### config.mk
export PLATFORM = sky130hd
export DESIGN_NAME = four_register_alu_branch_unit_top
export DESIGN_NICKNAME = d
export VERILOG_FILES = /design/src/design/fraub_pkg.sv /design/src/design/four_register_alu_branch_unit_top.sv
export SDC_FILE = /design/constraint.sdc
export NUM_CORES = 1
export LEC_CHECK = 0
export ABC_AREA = 1
export BUFFER_PORTS_ARGS = -buffer_cell sky130_fd_sc_hd__buf_2
export CAP_MARGIN = 20
export CORE_UTILIZATION = 46
export CTS_BUF_LIST = sky130_fd_sc_hd__clkbuf_8
export CTS_CLUSTER_DIAMETER = 120
export DETAILED_ROUTE_END_ITERATION = 8
export PLACE_DENSITY_LB_ADDON = 0.2
export SETUP_SLACK_MARGIN = 0.4
export SYNTH_ARGS = -nofsm -noshare
export SYNTH_HDL_FRONTEND = slang
export SYNTH_SLANG_ARGS = --single-unit
### constraint.sdc
create_clock -name clock -period 6.4 [get_ports clock]
set_input_delay 0.64 -clock clock [delete_from_list [all_inputs] [get_ports clock]]
set_output_delay 0.64 -clock clock [all_outputs]
set_load 0.03 [all_outputs]
### src/design/fraub_pkg.sv
// Shared constants, command codes and helpers for the register ALU and branch unit.
package fraub_pkg;

   localparam int REG_COUNT = 4;
   localparam int IDX_W     = (REG_COUNT > 1) ? $clog2(REG_COUNT) : 1;
   localparam int DATA_W    = 16;
   localparam int LINE_W    = 16;
   localparam int SEL_W     = 2;
   localparam int ITER_N    = DATA_W;
   localparam int CNT_W     = $clog2(ITER_N);
   localparam int ALU_W     = DATA_W + 2;
   localparam int REQ_W     = 56;
   localparam int RSP_W     = 40;
   localparam int CMD_W     = 4;

   typedef enum logic [CMD_W-1:0] {
      CMD_MOV   = 4'd0,
      CMD_ADD   = 4'd1,
      CMD_SUB   = 4'd2,
      CMD_MUL   = 4'd3,
      CMD_DIV   = 4'd4,
      CMD_READ  = 4'd5,
      CMD_PRINT = 4'd6,
      CMD_JMP   = 4'd7,
      CMD_JE    = 4'd8,
      CMD_JNE   = 4'd9,
      CMD_JG    = 4'd10,
      CMD_JGE   = 4'd11,
      CMD_JL    = 4'd12,
      CMD_JLE   = 4'd13
   } cmd_type;

   // Select field wraps into the register file; field is below twice the depth.
   function automatic logic [IDX_W-1:0] reg_index(input logic [SEL_W-1:0] sel);
      logic [SEL_W:0] wide;
      logic [SEL_W:0] depth;
      begin
         wide  = {1'b0, sel};
         depth = (SEL_W + 1)'(REG_COUNT);
         if (wide >= depth) begin
            wide = wide - depth;
         end
         reg_index = wide[IDX_W-1:0];
      end
   endfunction

   function automatic logic [ALU_W-1:0] sext(input logic [DATA_W-1:0] v);
      sext = {{(ALU_W-DATA_W){v[DATA_W-1]}}, v};
   endfunction

   function automatic logic [DATA_W-1:0] magnitude(input logic [DATA_W-1:0] v);
      magnitude = v[DATA_W-1] ? (~v + DATA_W'(1)) : v;
   endfunction

endpackage

### src/design/four_register_alu_branch_unit_top.sv
// Register ALU and branch-compare unit: sequencer around one shared adder.
// Sequence: an accepted beat passes READ, EXEC and DONE for mov/add/sub/read/print/jumps and
// zero-divisor div; mul and div also pass ITER (16 shift-add or restore steps on the shared
// 18-bit adder) and FIX. A new beat is taken once the sequencer is back in idle, while the
// previous result may still sit in the output register.
// Reset: synchronous active high; clears control state and marks all registers as zero.
module four_register_alu_branch_unit_top (
   input  logic                        clock,
   input  logic                        reset,
   input  logic                        req_tvalid,
   output logic                        req_tready,
   // first_is_imm, first_reg[1:0], first_imm[15:0], second_is_imm, second_reg[1:0],
   // second_imm[15:0], target_line[15:0], zero fill
   input  logic [fraub_pkg::REQ_W-1:0] req_tdata,
   // command[3:0]
   input  logic [fraub_pkg::CMD_W-1:0] req_tuser,
   output logic                        rsp_tvalid,
   input  logic                        rsp_tready,
   // jump_taken, jump_line[15:0], print_valid, print_value[15:0], divide_by_zero, zero fill
   output logic [fraub_pkg::RSP_W-1:0] rsp_tdata
);

   localparam int DW = fraub_pkg::DATA_W;
   localparam int AW = fraub_pkg::ALU_W;
   localparam int IW = fraub_pkg::IDX_W;

   typedef enum logic [2:0] {
      ST_IDLE,
      ST_READ,
      ST_EXEC,
      ST_ITER,
      ST_FIX,
      ST_DONE
   } state_type;

   state_type state_ff, state_in;

   fraub_pkg::cmd_type         cmd_ff;
   logic                       f_imm_ff;
   logic [IW-1:0]              f_idx_ff;
   logic [DW-1:0]              f_val_ff;
   logic                       s_imm_ff;
   logic [IW-1:0]              s_idx_ff;
   logic [DW-1:0]              s_val_ff;
   logic [fraub_pkg::LINE_W-1:0] target_ff;

   logic [DW-1:0] rd_a_ff, rd_b_ff;
   logic [DW-1:0] acc_ff, opx_ff, opy_ff;
   logic [fraub_pkg::CNT_W-1:0] cnt_ff;
   logic          neg_ff;

   logic          taken_ff, pvalid_ff, dz_ff;
   logic [DW-1:0] pvalue_ff;

   logic          rsp_valid_ff;
   logic [fraub_pkg::RSP_W-1:0] rsp_data_ff;

   logic [DW-1:0] regs_mem [fraub_pkg::REG_COUNT];
   logic [fraub_pkg::REG_COUNT-1:0] valid_ff;

   logic          wr_en;
   logic [DW-1:0] wr_data;

   logic [AW-1:0] op_a, op_b, sum;
   logic          op_sub;

   logic [DW-1:0] src, dst, cmp_y;
   logic [DW:0]   rem_shift;
   logic          cmp_lt, cmp_eq, cond;
   logic          req_fire, rsp_free;

   assign req_tready = (state_ff == ST_IDLE);
   assign req_fire   = req_tvalid && req_tready;
   assign rsp_free   = !rsp_valid_ff || rsp_tready;
   assign rsp_tvalid = rsp_valid_ff;
   assign rsp_tdata  = rsp_data_ff;

   assign src       = f_imm_ff ? f_val_ff : rd_a_ff;
   assign dst       = rd_b_ff;
   assign cmp_y     = s_imm_ff ? s_val_ff : rd_b_ff;
   assign rem_shift = {acc_ff, opx_ff[DW-1]};

   // shared adder
   always_comb begin
      op_a   = '0;
      op_b   = '0;
      op_sub = 1'b0;
      case (state_ff)
         ST_EXEC: begin
            case (cmd_ff)
               fraub_pkg::CMD_ADD: begin
                  op_a = fraub_pkg::sext(src);
                  op_b = fraub_pkg::sext(dst);
               end
               fraub_pkg::CMD_SUB: begin
                  op_a   = fraub_pkg::sext(dst);
                  op_b   = fraub_pkg::sext(src);
                  op_sub = 1'b1;
               end
               default: begin
                  op_a   = fraub_pkg::sext(src);
                  op_b   = fraub_pkg::sext(cmp_y);
                  op_sub = 1'b1;
               end
            endcase
         end
         ST_ITER: begin
            if (cmd_ff == fraub_pkg::CMD_MUL) begin
               op_a = {2'b00, acc_ff};
               op_b = opy_ff[0] ? {2'b00, opx_ff} : '0;
            end else begin
               op_a   = {1'b0, rem_shift};
               op_b   = {2'b00, opy_ff};
               op_sub = 1'b1;
            end
         end
         ST_FIX: begin
            op_a   = '0;
            op_b   = {2'b00, opx_ff};
            op_sub = 1'b1;
         end
         default: begin
            op_a   = '0;
            op_b   = '0;
            op_sub = 1'b0;
         end
      endcase
   end

   assign sum    = op_a + (op_b ^ {AW{op_sub}}) + AW'(op_sub);
   assign cmp_lt = sum[AW-1];
   assign cmp_eq = (sum == '0);

   always_comb begin
      case (cmd_ff)
         fraub_pkg::CMD_JMP: cond = 1'b1;
         fraub_pkg::CMD_JE:  cond = cmp_eq;
         fraub_pkg::CMD_JNE: cond = !cmp_eq;
         fraub_pkg::CMD_JG:  cond = !cmp_lt && !cmp_eq;
         fraub_pkg::CMD_JGE: cond = !cmp_lt;
         fraub_pkg::CMD_JL:  cond = cmp_lt;
         fraub_pkg::CMD_JLE: cond = cmp_lt || cmp_eq;
         default:            cond = 1'b0;
      endcase
   end

   always_comb begin
      wr_en   = 1'b0;
      wr_data = sum[DW-1:0];
      if (state_ff == ST_EXEC) begin
         case (cmd_ff)
            fraub_pkg::CMD_MOV: begin
               wr_en   = 1'b1;
               wr_data = src;
            end
            fraub_pkg::CMD_READ: begin
               wr_en   = 1'b1;
               wr_data = f_val_ff;
            end
            fraub_pkg::CMD_ADD, fraub_pkg::CMD_SUB: wr_en = 1'b1;
            default: wr_en = 1'b0;
         endcase
      end else if (state_ff == ST_FIX) begin
         wr_en = 1'b1;
         if (cmd_ff == fraub_pkg::CMD_MUL) begin
            wr_data = acc_ff;
         end else if (neg_ff) begin
            wr_data = sum[DW-1:0];
         end else begin
            wr_data = opx_ff;
         end
      end
   end

   always_comb begin
      state_in = state_ff;
      case (state_ff)
         ST_IDLE: if (req_fire) state_in = ST_READ;
         ST_READ: state_in = ST_EXEC;
         ST_EXEC: begin
            if (cmd_ff == fraub_pkg::CMD_MUL ||
                (cmd_ff == fraub_pkg::CMD_DIV && dst != '0)) begin
               state_in = ST_ITER;
            end else begin
               state_in = ST_DONE;
            end
         end
         ST_ITER: if (cnt_ff == fraub_pkg::CNT_W'(fraub_pkg::ITER_N - 1)) state_in = ST_FIX;
         ST_FIX:  state_in = ST_DONE;
         ST_DONE: if (rsp_free) state_in = ST_IDLE;
         default: state_in = ST_IDLE;
      endcase
   end

   // register file, entries read as zero until first written
   always_ff @(posedge clock) begin
      if (wr_en) begin
         regs_mem[s_idx_ff] <= wr_data;
      end
      if (state_ff == ST_READ) begin
         rd_a_ff <= valid_ff[f_idx_ff] ? regs_mem[f_idx_ff] : '0;
         rd_b_ff <= valid_ff[s_idx_ff] ? regs_mem[s_idx_ff] : '0;
      end
   end

   always_ff @(posedge clock) begin
      if (reset) begin
         valid_ff <= '0;
      end else if (wr_en) begin
         valid_ff[s_idx_ff] <= 1'b1;
      end
   end

   always_ff @(posedge clock) begin
      if (reset) begin
         state_ff     <= ST_IDLE;
         rsp_valid_ff <= 1'b0;
      end else begin
         state_ff <= state_in;
         if (state_ff == ST_DONE && rsp_free) begin
            rsp_valid_ff <= 1'b1;
         end else if (rsp_tready) begin
            rsp_valid_ff <= 1'b0;
         end
      end

      if (req_fire) begin
         cmd_ff    <= fraub_pkg::cmd_type'(req_tuser);
         f_imm_ff  <= req_tdata[0];
         f_idx_ff  <= fraub_pkg::reg_index(req_tdata[2:1]);
         f_val_ff  <= req_tdata[18:3];
         s_imm_ff  <= req_tdata[19];
         s_idx_ff  <= fraub_pkg::reg_index(req_tdata[21:20]);
         s_val_ff  <= req_tdata[37:22];
         target_ff <= req_tdata[53:38];
      end

      case (state_ff)
         ST_EXEC: begin
            taken_ff  <= cond && (target_ff != '0);
            pvalid_ff <= (cmd_ff == fraub_pkg::CMD_PRINT);
            pvalue_ff <= (cmd_ff == fraub_pkg::CMD_PRINT) ? rd_a_ff : '0;
            dz_ff     <= (cmd_ff == fraub_pkg::CMD_DIV) && (dst == '0);
            cnt_ff    <= '0;
            acc_ff    <= '0;
            if (cmd_ff == fraub_pkg::CMD_MUL) begin
               opx_ff <= src;
               opy_ff <= dst;
               neg_ff <= 1'b0;
            end else begin
               opx_ff <= fraub_pkg::magnitude(src);
               opy_ff <= fraub_pkg::magnitude(dst);
               neg_ff <= src[DW-1] ^ dst[DW-1];
            end
         end
         ST_ITER: begin
            cnt_ff <= cnt_ff + fraub_pkg::CNT_W'(1);
            if (cmd_ff == fraub_pkg::CMD_MUL) begin
               acc_ff <= sum[DW-1:0];
               opx_ff <= {opx_ff[DW-2:0], 1'b0};
               opy_ff <= {1'b0, opy_ff[DW-1:1]};
            end else begin
               acc_ff <= sum[AW-1] ? rem_shift[DW-1:0] : sum[DW-1:0];
               opx_ff <= {opx_ff[DW-2:0], !sum[AW-1]};
            end
         end
         ST_DONE: begin
            if (rsp_free) begin
               rsp_data_ff <= {5'd0, dz_ff, pvalue_ff, pvalid_ff,
                               taken_ff ? target_ff : 16'd0, taken_ff};
            end
         end
         default: begin
         end
      endcase
   end

endmodule
==> results.txt <==
The worst setup timing slack at the placement stage is 0.737 ns. The die covers 32000 µm². The critical path is of the flop to flop type. The delay of the slowest cell on the worst path is 0.51 ns. The global-route congestion overflow total is 0.

The relative max-transition margin came out at 0.317. In this run the standard cell core region covers 30700 µm². The number of standard-cell rows in the floorplan is 64. The largest area contributor in the netlist is sky130_fd_sc_hd__edfxtp_1. The vias after detailed routing is ~12k. The post-DP HPWL is 31400 µm. The clock drives 269 sinks. The count of buffers added by post-CTS timing repair for setup is 0. At the end of the flow the core is filled with cells to 0.533. The last weighted congestion value of the routability-driven placer is 1.02. The die boundary height is 179 µm. Across every metal layer, demand over resource in global routing totals 0.275. The count of routing violations after the opening detailed-route iteration came out at 1306.

The final number of setup-violating endpoints is 0. After synthesis, the cell types taking the most area are sky130_fd_sc_hd__edfxtp_1, sky130_fd_sc_hd__nand2_1, sky130_fd_sc_hd__o21ai_0. Of the total power, combinational logic draws 0.408. Walking the worst path, the cells encountered are inv_1, nand2_2, nor2_8, a21oi_1, inv_1, nand2_1, o221ai_1, xor2_1, ha_1, a21oi_1, nand2_1, a21boi_0, xor2_1, nand4_1, nor2_1, nand3_1, nor2_1, nand3_1, nor2_1, nand3_1, nand2_1, nand3_1, nor2_1, nor2_1. The number of CTS-inserted buffers came out at 45.

Setup repair after global routing left no endpoint under its margin. For the worst-skew pair, the clock arrives at the later sink with an insertion delay of ~0.58 ns. Across all register-to-register paths, the minimum setup slack is 0.93 ns. The worst setup path is launched from a flop. Dividing the detail-routed wire length by the instance count gives approximately 20 µm. The static leakage came out at about 6.8 nW. The global-route wire length before repair came out at 65300 µm.

VDD sags by at most 0.210 mV. The clock network fraction of design power is 0.205. The path class of the tightest hold or removal check is primary input to flop. The area growth from synthesis to layout came out at 13.5%. The number of enable flip-flop cells after synthesis came out at around 260.

The number of iterations in the first detailed-routing pass came out at 6. The async set-reset flop share out of synthesis is 0. The remaining routing DRC violations is 0. Entering global routing, the biggest net connects 53 pins. The proportion of netlist area held by the largest area contributor is 0.544. On the final layout, the worst hold slack is 0.235 ns. The count of unique library cells instantiated by Yosys is 52. Once the clock tree was built, the resizer swapped 0 gates to a different size. The clock skew came out at 0.0255 ns. The number of buffers and inverters on the critical path is 2. For this design the ratio of total power to cell area is 448 nW/µm². The sum of negative setup slack came out at 0 ns. The die outline width came out at 179 µm.

The number of buffers inserted by port buffering is roughly 100. The worst endpoint data arrival time came out at ~5.8 ns. Buffers inserted to repair hold after CTS numbered 0. The number of vias per cell came out at 5.67. Of the available clock period, the critical path in the final layout requires 0.855. The count of H-tree levels built during CTS came out at 2. The final setup slack of the worst path is 0.927 ns. The number of warnings printed during yosys synthesis came out at 0.

For the pin with the worst max-slew slack, the measured transition is between 1 and 1.5 ns. Counting flops and latches in the post-synthesis netlist gives 269. The post-synthesis cell area came out at 14400 µm².

In this design, the critical path's most frequently occurring cell is sky130_fd_sc_hd__nor2_1. For this block, the routed nets add up to 43400 µm of wire. Subtracting the final worst setup slack from the clock period gives 5.47 ns. Of the total power, the share spent switching nets is 0.425. The detail route stage leaves a number of antenna-violating nets equal to 0.

The number of global-route vias before repair came out at roughly 11k. The number of antenna violations at the first check in global routing is 0. The achievable frequency came out at about 0.18 GHz. The maximum buffer depth of the clock tree came out at 3.

In the final layout, the share of cells above drive strength 1 is 0.132. The sequential element share of the synthesized area is 0.555. The final max-slew violation count is 0. The number of placed I/O pins is 106. The mean instance size in the synthesized netlist came out at 9.18 µm².

The number of nets at the end of the flow came out at around 1.8k. The final hold violation count came out at 0. Clock-pin slew was measured on the worst setup and hold paths at 0.06 ns. The run finished with clean final reports. The slowest stage of the critical path is the sky130_fd_sc_hd__nor2_8 cell.

The effective utilization at floorplan is 0.469. Among cell families on the critical path, the largest total delay comes from simple AND/OR/NAND/NOR gates. Along the worst path, the maximum fanout reaches 35. The post-synthesis instance total came out at 1568. Internal power comes to between 4 and 5 mW. TritonCTS built the clock tree. The worst setup path is captured at a flop. The power spent charging and discharging nets came out at 3.12 mW. CTS placed an instance of sky130_fd_sc_hd__clkbuf_8 at the clock tree root. Max-cap violations in this run came to 0. The proportion of power drawn by flip-flops and latches is 0.388. STA puts the critical path data required time at 6.71 ns.

In the synthesized netlist the dominant register cell turns out to be sky130_fd_sc_hd__edfxtp_1.
-- cell families (layout without fill, tap and decap cells) --
logic type                 after synthesis  after routing  share of synthesized area
AOI/OAI and AO/OA                      420            420                      0.168
xor gates and xnor gates                45             45                     0.0288
DFF                                    269            269                      0.555
and+or+nand+nor                        539            539                      0.155
buffers and inverters                  274            426                     0.0738
adders and majority gates               20             20                     0.0179
other                                    1              6                   0.000260
-- synthesized netlist by cell type (all sizes together) (3+ instances only) --
library cell and number:
o221ai 21, dfxtp 8, edfxtp 261, a31oi 25, a211oi 6, xnor2 3
clkinv 4, o21a 5, o22ai 21, nand3b 4, inv 200, o211ai 8
ha 19, nand3 46, o31ai 8, xor2 41, nand2 301, a221oi 5
clkbuf 57, a22oi 11, a21oi 126, nand4 9, nor4 7, or2 3
o21ai 171, nor3 18, buf 13, nor2 150
-- layout make-up --
class                   instances  area, µm²
fillers                      2820      14300
clock buffers                  46        633
diodes                          1       2.50
inverters                     204        766
flip-flops and latches        269       8000
clock inverters                36        244
repair buffers                140        826
well taps                     396        495
multi-input cells            1029       5380
-- cell usage in the layout (no fill, tap or decap), types with 11 or more instances in the layout --
cell                         n
sky130_fd_sc_hd__a31oi_1    25
sky130_fd_sc_hd__a21oi_1   126
sky130_fd_sc_hd__buf_4      41
sky130_fd_sc_hd__clkbuf_8   46
sky130_fd_sc_hd__nor3_1     15
sky130_fd_sc_hd__o221ai_1   21
sky130_fd_sc_hd__nand3_1    46
sky130_fd_sc_hd__buf_2      98
sky130_fd_sc_hd__clkinv_1   17
sky130_fd_sc_hd__nor2_1    145
sky130_fd_sc_hd__a22oi_1    11
sky130_fd_sc_hd__ha_1       19
sky130_fd_sc_hd__inv_1     206
sky130_fd_sc_hd__nand2_1   295
sky130_fd_sc_hd__o21ai_0   167
sky130_fd_sc_hd__edfxtp_1  261
sky130_fd_sc_hd__xor2_1     41
sky130_fd_sc_hd__o22ai_1    20
-- worst paths after layout --
path,start,to,depth (start not counted)
worst max register to register,cmd_ff[2],taken_ff,24
worst min register to register,dz_ff,rsp_tdata[34],0
worst min-delay path,req_tdata[53],target_ff[15],1
worst max-delay path,cmd_ff[2],taken_ff,24
-- through the flow --
stage | power [mW] | instance area (µm²) | instances
2_1_floorplan | 4.68 | 14400 | 1572
3_3_place_gp | 5.70 | 15400 | 2032
3_5_place_dp | 5.73 | 15400 | 2032
4_1_cts | 7.25 | 16300 | 2114
5_1_grt | 7.72 | 16300 | 2120
6_report | 7.32 | 16300 | 2121
-- layer usage --
layer,vias up,track usage,part of all wire
li1,5669,-,-
met1,5665,0.376,0.42
met2,609,0.433,0.45
met3,91,0.0513,0.10
met4,0,0.101,0.034
met5,-,0,0
-- power groups by stage --
stage	sequential, mW	combinational (mW)	clock, mW
after global routing	2.86	3.25	1.61
after detailed placement	2.86	2.87	0
after global placement	2.86	2.84	0
after floorplan	2.77	1.91	0
final	2.84	2.98	1.50
after CTS	2.83	2.88	1.53
-- sequential cells by signal (all words and copies together) (netlist names), 2 cells and up --
signal     flops
rd_a_ff       16
f_val_ff      16
cnt_ff         4
f_idx_ff       2
opx_ff        16
target_ff     16
acc_ff        16
rsp_tdata     35
regs_mem      64
state_ff       3
dst           16
valid_ff       4
pvalue_ff     16
opy_ff        16
s_idx_ff       2
cmd_ff         4
s_val_ff      16
-- worst reg2reg max path: stages (launching register included) --
cell,delay [ns]
sky130_fd_sc_hd__edfxtp_1,0.41
sky130_fd_sc_hd__inv_1,0.14
sky130_fd_sc_hd__nand2_2,0.12
sky130_fd_sc_hd__nor2_8,0.51
sky130_fd_sc_hd__a21oi_1,0.19
sky130_fd_sc_hd__inv_1,0.42
sky130_fd_sc_hd__nand2_1,0.11
sky130_fd_sc_hd__o221ai_1,0.14
sky130_fd_sc_hd__xor2_1,0.32
sky130_fd_sc_hd__ha_1,0.36
sky130_fd_sc_hd__a21oi_1,0.19
sky130_fd_sc_hd__nand2_1,0.11
sky130_fd_sc_hd__a21boi_0,0.29
sky130_fd_sc_hd__xor2_1,0.48
sky130_fd_sc_hd__nand4_1,0.14
sky130_fd_sc_hd__nor2_1,0.13
sky130_fd_sc_hd__nand3_1,0.07
sky130_fd_sc_hd__nor2_1,0.12
sky130_fd_sc_hd__nand3_1,0.08
sky130_fd_sc_hd__nor2_1,0.36
sky130_fd_sc_hd__nand3_1,0.20
sky130_fd_sc_hd__nand2_1,0.10
sky130_fd_sc_hd__nand3_1,0.07
sky130_fd_sc_hd__nor2_1,0.12
sky130_fd_sc_hd__nor2_1,0.05
Note: power is estimated with default switching activity, not from simulation.
